[config.mk]
export PLATFORM = sky130hd
export DESIGN_NAME = gregorian_date_offset_and_difference
export DESIGN_NICKNAME = d
export VERILOG_FILES = /design/src/hw/rtl/gdod_pkg.sv /design/src/hw/rtl/gdod_to_days.sv /design/src/hw/rtl/gdod_from_days.sv /design/src/hw/rtl/gregorian_date_offset_and_difference.sv
export SDC_FILE = /design/constraint.sdc
export NUM_CORES = 2
export LEC_CHECK = 0
export BUFFER_PORTS_ARGS = -buffer_cell sky130_fd_sc_hd__buf_2
export CORE_MARGIN = 5
export CORE_UTILIZATION = 40
export CTS_CLUSTER_DIAMETER = 80
export DETAILED_ROUTE_END_ITERATION = 10
export HOLD_SLACK_MARGIN = 0.02
export PLACE_DENSITY = 0.63
export SLEW_MARGIN = 40
export SYNTH_ARGS = -nofsm -noshare
export SYNTH_HDL_FRONTEND = slang
export SYNTH_SLANG_ARGS = --single-unit
[constraint.sdc]
create_clock -name clk -period 48.7 [get_ports clk]
set_input_delay 9.74 -clock clk [delete_from_list [all_inputs] [get_ports clk]]
set_output_delay 9.74 -clock clk [all_outputs]
set_load 0.03 [all_outputs]
[src/hw/rtl/gdod_pkg.sv]
`default_nettype none
package gdod_pkg;

    localparam int YEAR_W    = 14;
    localparam int MONTH_W   = 4;
    localparam int DAY_W     = 5;
    localparam int OFFSET_W  = 20;
    localparam int COUNT_W   = 22;
    localparam int DN_W      = 23;
    localparam int MAX_YEAR  = 9999;
    localparam int FIX_YEAR  = 1900;
    localparam logic [COUNT_W-1:0] COUNT_MAX = {COUNT_W{1'b1}};

    // ceil(2^20 / 100): exact quotient by 100 for any 14-bit value
    localparam int RECIP_100 = 10486;

    localparam logic CMD_SHIFT = 1'b0;
    localparam logic CMD_DIFF  = 1'b1;

    typedef struct packed {
        logic [YEAR_W-1:0]  year;
        logic [MONTH_W-1:0] month;
        logic [DAY_W-1:0]   day;
    } date_t;

    // century test through the reciprocal of 100; y%400 == 0 is (y/100)%4 == 0
    function automatic logic is_leap(input logic [YEAR_W-1:0] y);
        logic [27:0] prod;
        logic [7:0]  q;
        logic        cent;
        prod = 28'(y) * 28'(RECIP_100);
        q    = prod[27:20];
        cent = (16'(q) * 16'd100) == 16'(y);
        return (y[1:0] == 2'b00 && !cent) || (cent && q[1:0] == 2'b00);
    endfunction

    function automatic logic [DAY_W-1:0] days_in_month(input logic [YEAR_W-1:0] y,
                                                       input logic [MONTH_W-1:0] m);
        logic [DAY_W-1:0] d;
        case (m)
            4'd2:                   d = is_leap(y) ? DAY_W'(29) : DAY_W'(28);
            4'd4, 4'd6, 4'd9, 4'd11: d = DAY_W'(30);
            default:                d = DAY_W'(31);
        endcase
        return d;
    endfunction

    // days before month m in a common year
    function automatic logic [8:0] days_before(input logic [MONTH_W-1:0] m);
        logic [8:0] d;
        case (m)
            4'd2:    d = 9'd31;
            4'd3:    d = 9'd59;
            4'd4:    d = 9'd90;
            4'd5:    d = 9'd120;
            4'd6:    d = 9'd151;
            4'd7:    d = 9'd181;
            4'd8:    d = 9'd212;
            4'd9:    d = 9'd243;
            4'd10:   d = 9'd273;
            4'd11:   d = 9'd304;
            4'd12:   d = 9'd334;
            default: d = 9'd0;
        endcase
        return d;
    endfunction

    typedef struct packed {
        logic                cmd;
        logic                fixed;
        logic [DN_W-1:0]     na;
        logic [DN_W-1:0]     nb;
        logic signed [OFFSET_W-1:0] offset;
    } dn_t;

endpackage
`default_nettype wire

[src/hw/rtl/gdod_to_days.sv]
`default_nettype none
// Date -> day number, three stages: validate, year term, month term.
module gdod_to_days (
    input  wire logic                                    clk,
    input  wire logic                                    rst_n,
    input  wire logic                                    adv,
    input  wire logic                                    in_valid,
    input  wire logic                                    in_cmd,
    input  wire gdod_pkg::date_t                         in_a,
    input  wire gdod_pkg::date_t                         in_b,
    input  wire logic signed [gdod_pkg::OFFSET_W-1:0]    in_offset,
    output logic                                         out_valid,
    output gdod_pkg::dn_t                                out_dn
);
    localparam int YW = gdod_pkg::YEAR_W;
    localparam int DW = gdod_pkg::DN_W;

    logic [2:0] v_reg;

    // stage 1: fixed dates
    logic            cmd1_reg, fixed1_reg;
    gdod_pkg::date_t a1_reg, b1_reg;
    logic signed [gdod_pkg::OFFSET_W-1:0] off1_reg, off2_reg;

    function automatic logic ok(input gdod_pkg::date_t d);
        return d.year != '0 && d.month >= 4'd1 && d.month <= 4'd12 && d.day != '0 &&
               d.day <= gdod_pkg::days_in_month(d.year, d.month);
    endfunction

    gdod_pkg::date_t fa, fb, fix_d;
    logic bad_a, bad_b;
    always_comb
    begin
        fix_d = '{year: YW'(gdod_pkg::FIX_YEAR), month: 4'd1, day: 5'd1};
        bad_a = !ok(in_a);
        bad_b = !ok(in_b) && in_cmd == gdod_pkg::CMD_DIFF;
        fa = bad_a ? fix_d : in_a;
        fb = bad_b ? fix_d : in_b;
    end

    // stage 2: 365*p + p/4 - p/100 + p/400, p/400 taken as (p/100)/4
    function automatic logic [DW-1:0] year_days(input logic [YW-1:0] y);
        logic [YW-1:0] p;
        logic [27:0]   prod;
        logic [7:0]    q100;
        p    = y - YW'(1);
        prod = 28'(p) * 28'(gdod_pkg::RECIP_100);
        q100 = prod[27:20];
        return DW'(p) * DW'(365) + DW'(p >> 2) - DW'(q100) + DW'(q100 >> 2);
    endfunction

    logic            cmd2_reg, fixed2_reg;
    gdod_pkg::date_t a2_reg, b2_reg;
    logic [DW-1:0]   ya2_reg, yb2_reg;

    function automatic logic [DW-1:0] md(input gdod_pkg::date_t d);
        logic [8:0] x;
        x = gdod_pkg::days_before(d.month) + 9'(d.day) - 9'd1;
        if (d.month > 4'd2 && gdod_pkg::is_leap(d.year))
            x = x + 9'd1;
        return DW'(x);
    endfunction

    gdod_pkg::dn_t dn3_reg;

    always_ff @(posedge clk or negedge rst_n)
    begin
        if (!rst_n)
            v_reg <= '0;
        else if (adv)
            v_reg <= {v_reg[1:0], in_valid};
    end

    always_ff @(posedge clk)
    begin
        if (adv)
        begin
            cmd1_reg   <= in_cmd;
            fixed1_reg <= bad_a || bad_b;
            a1_reg     <= fa;
            b1_reg     <= fb;
            off1_reg   <= in_offset;

            cmd2_reg   <= cmd1_reg;
            fixed2_reg <= fixed1_reg;
            a2_reg     <= a1_reg;
            b2_reg     <= b1_reg;
            off2_reg   <= off1_reg;
            ya2_reg    <= year_days(a1_reg.year);
            yb2_reg    <= year_days(b1_reg.year);

            dn3_reg.cmd    <= cmd2_reg;
            dn3_reg.fixed  <= fixed2_reg;
            dn3_reg.na     <= ya2_reg + md(a2_reg);
            dn3_reg.nb     <= yb2_reg + md(b2_reg);
            dn3_reg.offset <= off2_reg;
        end
    end

    assign out_valid = v_reg[2];
    assign out_dn    = dn3_reg;
endmodule
`default_nettype wire

[src/hw/rtl/gdod_from_days.sv]
`default_nettype none
// Day number -> date and difference, seven stages.
module gdod_from_days (
    input  wire logic            clk,
    input  wire logic            rst_n,
    input  wire logic            adv,
    input  wire logic            in_valid,
    input  wire gdod_pkg::dn_t   in_dn,
    output logic                 out_valid,
    output logic [gdod_pkg::YEAR_W-1:0]  res_year,
    output logic [gdod_pkg::MONTH_W-1:0] res_month,
    output logic [gdod_pkg::DAY_W-1:0]   res_day,
    output logic [gdod_pkg::COUNT_W-1:0] day_count,
    output logic                 a_before_b,
    output logic                 a_equals_b,
    output logic                 input_fixed,
    output logic                 out_of_range
);
    localparam int DW = gdod_pkg::DN_W;
    localparam int YW = gdod_pkg::YEAR_W;
    localparam int SW = DW + 2;

    // ceil(2^40 / 146097), exact for any 23-bit day number
    localparam logic [22:0] RECIP_146097 = 23'd7525902;
    // ceil(2^28 / 1461), exact below 146097
    localparam logic [17:0] RECIP_1461   = 18'd183735;

    typedef struct packed {
        logic          cmd;
        logic          fixed;
        logic          bad;
        logic          lt;
        logic          eq;
        logic [DW-1:0] diff;
    } side_t;

    logic [6:0] v_reg;
    side_t      side_reg [1:6];

    // stage 1: shifted day number, difference
    logic signed [SW-1:0] n_next;
    logic [DW-1:0] n1_reg;
    always_comb
        n_next = SW'(signed'({2'b0, in_dn.na})) + SW'(in_dn.offset);

    // stage 2: 400-year cycle count by reciprocal
    logic [45:0]   q_prod;
    logic [5:0]    c400_2_reg;
    logic [DW-1:0] n2_reg;
    always_comb
        q_prod = 46'(n1_reg) * 46'(RECIP_146097);

    // stage 3: remainder within the cycle
    logic [DW-1:0] r400;
    logic [5:0]    c400_3_reg;
    logic [17:0]   r3_reg;
    always_comb
        r400 = n2_reg - DW'(c400_2_reg) * DW'(146097);

    // stage 4: centuries
    logic [1:0]  c100;
    logic [17:0] rc;
    logic [5:0]  c400_4_reg;
    logic [1:0]  c100_4_reg;
    logic [17:0] rc4_reg;
    always_comb
    begin
        c100 = (r3_reg >= 18'd109572) ? 2'd3 : (r3_reg >= 18'd73048) ? 2'd2 :
               (r3_reg >= 18'd36524) ? 2'd1 : 2'd0;
        rc   = r3_reg - 18'(c100) * 18'd36524;
    end

    // stage 5: 4-year groups by reciprocal
    logic [35:0] c4_prod;
    logic [5:0]  c400_5_reg;
    logic [1:0]  c100_5_reg;
    logic [4:0]  c4_5_reg;
    logic [17:0] rc5_reg;
    always_comb
        c4_prod = 36'(rc4_reg) * 36'(RECIP_1461);

    // stage 6: years within the group, year number
    logic [10:0]   r4;
    logic [1:0]    c1;
    logic [8:0]    ry;
    logic [YW+1:0] y_n;
    logic [YW+1:0] y6_reg;
    logic [8:0]    r6_reg;
    always_comb
    begin
        r4   = 11'(rc5_reg - 18'(c4_5_reg) * 18'd1461);
        c1   = (r4 >= 11'd1095) ? 2'd3 : (r4 >= 11'd730) ? 2'd2 :
               (r4 >= 11'd365) ? 2'd1 : 2'd0;
        ry   = 9'(r4 - 11'(c1) * 11'd365);
        y_n  = (YW+2)'(c400_5_reg) * (YW+2)'(400) + (YW+2)'(c100_5_reg) * (YW+2)'(100) +
               (YW+2)'(c4_5_reg) * (YW+2)'(4) + (YW+2)'(c1) + (YW+2)'(1);
    end

    // stage 7: month from day of year, range check, output
    logic [YW-1:0] yt;
    logic [8:0] rr, lb;
    logic [3:0] mo;
    logic lp, bad;
    always_comb
    begin
        yt = YW'(y6_reg);
        lp = gdod_pkg::is_leap(yt);
        mo = 4'd1;
        for (int i = 2; i <= 12; i++)
        begin
            lb = gdod_pkg::days_before(4'(i)) + ((i > 2 && lp) ? 9'd1 : 9'd0);
            if (r6_reg >= lb)
                mo = 4'(i);
        end
        rr  = r6_reg - gdod_pkg::days_before(mo) - ((mo > 4'd2 && lp) ? 9'd1 : 9'd0);
        bad = side_reg[6].bad || y6_reg > (YW+2)'(gdod_pkg::MAX_YEAR) || y6_reg == '0;
    end

    always_ff @(posedge clk or negedge rst_n)
    begin
        if (!rst_n)
            v_reg <= '0;
        else if (adv)
            v_reg <= {v_reg[5:0], in_valid};
    end

    always_ff @(posedge clk)
    begin
        if (adv)
        begin
            side_reg[1] <= '{cmd:   in_dn.cmd,
                             fixed: in_dn.fixed,
                             bad:   n_next[SW-1],
                             lt:    in_dn.na < in_dn.nb,
                             eq:    in_dn.na == in_dn.nb,
                             diff:  (in_dn.na > in_dn.nb) ? in_dn.na - in_dn.nb :
                                                            in_dn.nb - in_dn.na};
            for (int i = 2; i <= 6; i++)
                side_reg[i] <= side_reg[i-1];

            n1_reg     <= n_next[SW-1] ? '0 : DW'(n_next);

            c400_2_reg <= q_prod[45:40];
            n2_reg     <= n1_reg;

            c400_3_reg <= c400_2_reg;
            r3_reg     <= 18'(r400);

            c400_4_reg <= c400_3_reg;
            c100_4_reg <= c100;
            rc4_reg    <= rc;

            c400_5_reg <= c400_4_reg;
            c100_5_reg <= c100_4_reg;
            c4_5_reg   <= 5'(c4_prod[35:28]);
            rc5_reg    <= rc4_reg;

            y6_reg     <= y_n;
            r6_reg     <= ry;

            input_fixed <= side_reg[6].fixed;
            if (side_reg[6].cmd == gdod_pkg::CMD_DIFF)
            begin
                res_year     <= '0;
                res_month    <= '0;
                res_day      <= '0;
                out_of_range <= 1'b0;
                day_count    <= (side_reg[6].diff > DW'(gdod_pkg::COUNT_MAX)) ?
                                gdod_pkg::COUNT_MAX : gdod_pkg::COUNT_W'(side_reg[6].diff);
                a_before_b   <= side_reg[6].lt;
                a_equals_b   <= side_reg[6].eq;
            end
            else
            begin
                res_year     <= bad ? '0 : yt;
                res_month    <= bad ? '0 : mo;
                res_day      <= bad ? '0 : 5'(rr + 9'd1);
                out_of_range <= bad;
                day_count    <= '0;
                a_before_b   <= 1'b0;
                a_equals_b   <= 1'b0;
            end
        end
    end

    assign out_valid = v_reg[6];
endmodule
`default_nettype wire

[src/hw/rtl/gregorian_date_offset_and_difference.sv]
`default_nettype none
// Gregorian date unit, fully pipelined: ten register stages (three from date to
// day number, seven from day number back to date), one transaction accepted per
// cycle while the output is not stalled.
// The whole pipeline freezes while the output holds an untaken result
// (m_axis_tready low), so nothing is lost or repeated. cmd 0 shifts date A by
// a signed offset; cmd 1 returns |A-B| in days (saturating) with order flags.
// Invalid input dates are replaced by 1900-01-01 and flagged by input_fixed.
module gregorian_date_offset_and_difference (
    input  wire logic        clk,
    input  wire logic        rst_n,
    input  wire logic        s_axis_tvalid,
    output logic             s_axis_tready,
    // tdata, LSB first: year_a[13:0], month_a[3:0], day_a[4:0], offset[19:0],
    // year_b[13:0], month_b[3:0], day_b[4:0]; zero pad to 72 bits
    input  wire logic [71:0] s_axis_tdata,
    // tuser: cmd
    input  wire logic        s_axis_tuser,
    output logic             m_axis_tvalid,
    input  wire logic        m_axis_tready,
    // tdata, LSB first: res_year[13:0], res_month[3:0], res_day[4:0],
    // day_count[21:0], a_before_b, a_equals_b, input_fixed, out_of_range; pad to 56
    output logic [55:0]      m_axis_tdata
);
    logic adv, mid_valid, out_valid;
    gdod_pkg::date_t a, b;
    gdod_pkg::dn_t dn;
    logic [13:0] ry;
    logic [3:0]  rm;
    logic [4:0]  rd;
    logic [21:0] dc;
    logic lt, eq, fx, oor;

    // advance unless the output register is full and stalled
    assign adv = !out_valid || m_axis_tready;
    assign s_axis_tready = adv;
    assign a = '{year: s_axis_tdata[13:0], month: s_axis_tdata[17:14],
                 day: s_axis_tdata[22:18]};
    assign b = '{year: s_axis_tdata[56:43], month: s_axis_tdata[60:57],
                 day: s_axis_tdata[65:61]};

    gdod_to_days u_to (
        .clk(clk), .rst_n(rst_n), .adv(adv),
        .in_valid(s_axis_tvalid), .in_cmd(s_axis_tuser),
        .in_a(a), .in_b(b), .in_offset(s_axis_tdata[42:23]),
        .out_valid(mid_valid), .out_dn(dn)
    );

    gdod_from_days u_from (
        .clk(clk), .rst_n(rst_n), .adv(adv),
        .in_valid(mid_valid), .in_dn(dn), .out_valid(out_valid),
        .res_year(ry), .res_month(rm), .res_day(rd), .day_count(dc),
        .a_before_b(lt), .a_equals_b(eq), .input_fixed(fx), .out_of_range(oor)
    );

    assign m_axis_tvalid = out_valid;
    assign m_axis_tdata  = {7'd0, oor, fx, eq, lt, dc, rd, rm, ry};
endmodule
`default_nettype wire

# Word-level counts from Yosys, hierarchy flattened
# Memory sizes are Yosys's and may differ from the RTL's. A register that Yosys moved wholly into a read port is not among the register bits.
# Cells that the tools add are included.
totals:
  elab_cells: 253
  mem_count: 4
  ram_bits: 168
  out_inout_bits: 58
  register_bits: 455
  input_bits: 77
  romBits: 432
mem_list:
  columns: ["memory", "depth", "width", "rd", "rd_ports_with_merged_regs", "write_ports", "line", "text"]
  rows:
  - ["u_from.side_reg", 6, 28, 6, 0, 6, "gdod_from_days.sv:38", "side_t side_reg [1:6];"]
  - ["(name not given)", 16, 9, 1, 0, 0, "gdod_pkg.sv:51", "case (m)"]
  - ["(name not given)", 16, 9, 1, 1, 0, "gdod_pkg.sv:51", null]
  - ["(name not given)", 16, 9, 1, 1, 0, "gdod_pkg.sv:51", null]
classes:
  eq_ne: 16
  n_mux: 35
  n_mul: 22
  reduce_logical: 57
  order_cmp: 30
  addsub: 40
op_table:
  columns: ["cell", "n"]
  rows:
  - ["$mul 14x13->27 const B", 7]
  - ["$ge 9x9->1", 10]
  - ["$eq 15x14->1", 5]
  - ["$mul 8x5->13 const B", 5]
  - ["$mux 9", 6]
  - ["$mux 4", 12]
  - ["$add 23x12->23", 2]
  - ["$add 23x6->23", 2]
  - ["$add 23x9->23", 2]
  - ["$mul 14x9->23 const B", 2]
  - ["$sub 23x23->23", 2]
  - ["$sub 23x8->23", 2]
  - ["$mul 23x22->45 const B", 1]
  - ["$add 8x9->9 const A", 4]
  - ["$ge 18x17->1 const B", 2]
  - ["$sub 18x18->18", 2]
  - ["$mul 18x18->33 const B", 1]
  - ["$reduce_bool 14->1", 2]
  - ["$sub 14x1->14 const B", 2]
  - ["$add 9x9->9 const A", 3]
  - ["$add 24x20->25", 1]
  - ["$eq 23x23->1", 1]
  - ["$gt 23x22->1 const B", 1]
  - ["$gt 23x23->1", 1]
  - ["46 further kinds", 122]

# Logic depth before layout (Yosys ltp)
depth:
  word_depth: 24
  ltp_mapped: 58
  depth_no_buf: 57

# Hierarchy
# From an unflattened synthesis, not the netlist that was laid out.
unflattened:
  hier_cells: 7527
  area_unflattened_um2: 81675.8
by_module_without_submodules:
  columns: ["mod", "cells_each", "seq_area_each_um2", "area_each_um2", "instances"]
  rows:
  - ["gdod_to_days", 4041, 7942.6, 42296.8, 1]
  - ["gdod_from_days", 3473, 11075.6, 39286.4, 1]
  - ["gregorian_date_offset_and_difference", 13, 0.0, 92.6, 1]

# Least setup slack after synthesis
# OpenSTA, ideal clock, no wires.
synth_path:
  kind: "input-to-output"
  from: "in m_axis_tready"
  to: "out s_axis_tready"
  path_slack_ps: 11639
  arrival_ps: 27321
  path_buffers: 2
  stages: 3
  t_required_ps: 38960
  cell_sequence: "nand2b_1 buf_1 clkbuf_1"
synth_via:
  elab_chain_len: 1
synth_rtl:
  columns: ["element", "line", "text"]
  rows:
  - ["start, declared", "gregorian_date_offset_and_difference.sv:20", "input wire logic m_axis_tready,"]
  - ["$logic_or 1x1->1", "gregorian_date_offset_and_difference.sv:35", "assign adv = !out_valid || m_axis_tready;"]
  - ["end, declared", "gregorian_date_offset_and_difference.sv:13", "output logic s_axis_tready,"]
# No other way between the ends.

# Worst setup path after layout
# Same ends and word-level chain as after synthesis.

==> key figures <==
STA
  • Setup tns final: 0 ns
  • Tcrit/Tclk final: 41.6%
  • Skew final: 0.0699 ns
  • Fmax achieved: 49.4 MHz
  • Min Clock Period, post-route: 20.26 ns
  • RSZ-0062 raised after global routing: no
  • Worst-margin pin slew: 0.790 ns
  • Final setup vio count: 0
  • Max-slew headroom: 46.0%
  • Final hold violation count: 0
  • Slew Limit Fails: 0

Logic synthesis
  • Synth unique cells: 91
  • Flops & latches, synth: 641
  • Synth top area share: 25.2%
  • Mapped Cells: 7203
  • Synth Warn #: 0
  • Sequential area share after synthesis: 23.9%
  • Post-synth EDFFs: 613
  • Average size of a mapped cell: 11.1 um^2
  • Post-synth top flop: edfxtp_1
  • Synth area leader: ha_1
  • Top cells by area, synth: ha_1, fa_1, edfxtp_1
  • Synth Cell Area: 79700 um^2
  • Share of flip-flops with an asynchronous set or reset: 1.56%

Clocking
  • CTS Root Cell: clkbuf_16
  • Post-CTS Repair Setup Buffers: 0
  • Sink Count: 641
  • Max Root-Sink Buffers: 3
  • Max H-tree Level: 3
  • Cts bufs inserted: 76
  • CTS tree: built
  • Clock Latency Late Sink: 0.70 ns
  • CTS clock-pin slew for the worst setup and hold paths: 0.06 ns
  • CTS Hold Bufs: 0
  • CTS resizes: 0

Finish
  • Layout Nets: 10100
  • Share of cells above drive strength 1: 4.45%
  • Max reg flops: 168
  • Most frequent cells in the layout: inv_1, ha_1, fa_1, edfxtp_1, xnor2_1
  • Synth-to-layout area growth: 8.18%
  • Most common cell after layout, fill and taps aside: inv_1

Worst setup path
  • Critical Path Sink Type: primary output
  • Crit start category: primary input
  • CP Launch Point: m_axis_tready
  • RR Startpoint: u_from.y6_reg[4]
  • WP data required: 38.96 ns
  • Crit path max fanout: 13
  • Crit path DAT: 10.51 ns
  • Crit Path Class: in -> out

GRT
  • First-pass GRT wire length: 277000 um
  • All-layer global routing usage: 16.3%
  • Via count of the first global-routing pass: 53800
  • Initial antenna violation count: 4
  • Largest net degree at the start of global routing: 166
  • GRT overflow: 0

Route
  • Initial drt markers: 2078
  • Vias: 49200
  • Drt total wl: 166000 um
  • First-pass detailed-route iteration total: 8
  • DRC: 0
  • Post-route ant nets: 0
  • Routed vias/inst: 4.88
  • DR WL/cell: 16.4 um

Outcome
  • Status: complete, no violations

Place
  • PortBufs: 121
  • Hpwl dp: 141000 um
  • Routability Congestion: 0.911

Die
  • I/O pin total: 135
  • Die area: 208000 um^2
  • Die Wd: 456 um
  • Placement row count: 163
  • Initial Util: 40.3%
  • Core area: 198000 um^2
  • Die height: 456 um

Min path
  • Worst Hold Class: reg -> reg
  • Hold Crit Start: u_from.side_reg[0][152]

Run
  • Max Cap Viol: 0
[Yosys cell counts, types with 10 or more instances]
| master | number |
|---|---|
| inv_1 | 1804 |
| ha_1 | 1604 |
| fa_1 | 998 |
| edfxtp_1 | 613 |
| xnor2_1 | 294 |
| a21oi_1 | 233 |
| nor2_1 | 217 |
| nand2_1 | 170 |
| o21ai_0 | 140 |
| xor2_1 | 118 |
| a21o_1 | 116 |
| nor3_1 | 91 |
| nand3_1 | 76 |
| o21a_1 | 58 |
| nand2b_1 | 50 |
| o21bai_1 | 50 |
| nor2b_1 | 45 |
| clkbuf_1 | 38 |
| and2_1 | 36 |
| and3_1 | 31 |
| a211oi_1 | 30 |
| nor4_1 | 27 |
| nand4_1 | 26 |
| a31oi_1 | 25 |
| mux2i_1 | 25 |
| dfxtp_1 | 18 |
| or3_1 | 18 |
| mux2_2 | 17 |
| a21boi_0 | 16 |
| a31o_2 | 12 |
| buf_4 | 11 |
| o211ai_1 | 11 |
| dfrtp_1 | 10 |
| o2111ai_1 | 10 |
| or4_1 | 10 |
[kinds of logic after synthesis]
family	after synthesis	share of synthesized area, %
AND/OR/NAND/NOR	836	5.21
AO/OA/AOI/OAI	804	6.63
adder cells (fa/ha/maj)	2603	50.3
other	1	0.00471
XOR/XNOR	413	4.56
flip-flops	641	23.9
multiplexers	42	0.554
buffers and inverters	1863	8.90
[per-stage QoR]
stage / instance area [um^2] / instances / hold slack (ns) / setup slack [ns] / utilization, %
floorplan: 79700 / 7209 / 0.400 / 11.64 / -
global placement: 83600 / 9945 / 0.401 / 28.43 / 42.3
detailed placement: 83700 / 9946 / 0.405 / 28.41 / 42.3
CTS: 86100 / 10100 / 0.401 / 28.41 / 43.5
global route: 86200 / 10100 / 0.415 / 28.39 / 43.6
finish: 86200 / 10100 / 0.405 / 28.45 / 43.6
[metal layers]
layer | wire [um] | track usage, % | vias to the layer above
li1 | - | - | 23900
met1 | 72400 | 20.7 | 24300
met2 | 82700 | 29.1 | 690
met3 | 4760 | 1.91 | 266
met4 | 5920 | 4.98 | 0
met5 | 0 | 0 | -
[worst max-delay path: stages]
cell      delay [ns]
buf_2           0.08
nand2b_4        0.36
buf_2           0.29
[final cells by class]
type,instances,area [um^2]
Antenna cell,1,2.50
Clock buffer,90,1960
Clock inverter,47,520
Fill cell,18500,112000
Inverter,1804,6770
Multi-Input combinational cell,4705,53700
Sequential cell,641,19000
Tap cell,2640,3300
Timing Repair Buffer,157,945
[final timing paths]
path	end	slack, ns	cells past startpoint
min in group asynchronous	u_from.v_reg[4]	8.90	1
worst min register to register	u_from.side_reg[0][180]	0.40	0
max in group asynchronous	u_from.v_reg[1]	39.62	1
worst min-delay path	u_from.side_reg[0][180]	0.40	0
worst max-delay path	s_axis_tready	28.45	3
worst max register to register	u_from.res_day[4]	34.24	55
Power is not shown: default switching activity piles up to over one toggle a cycle in this logic, so the estimate is an artifact.
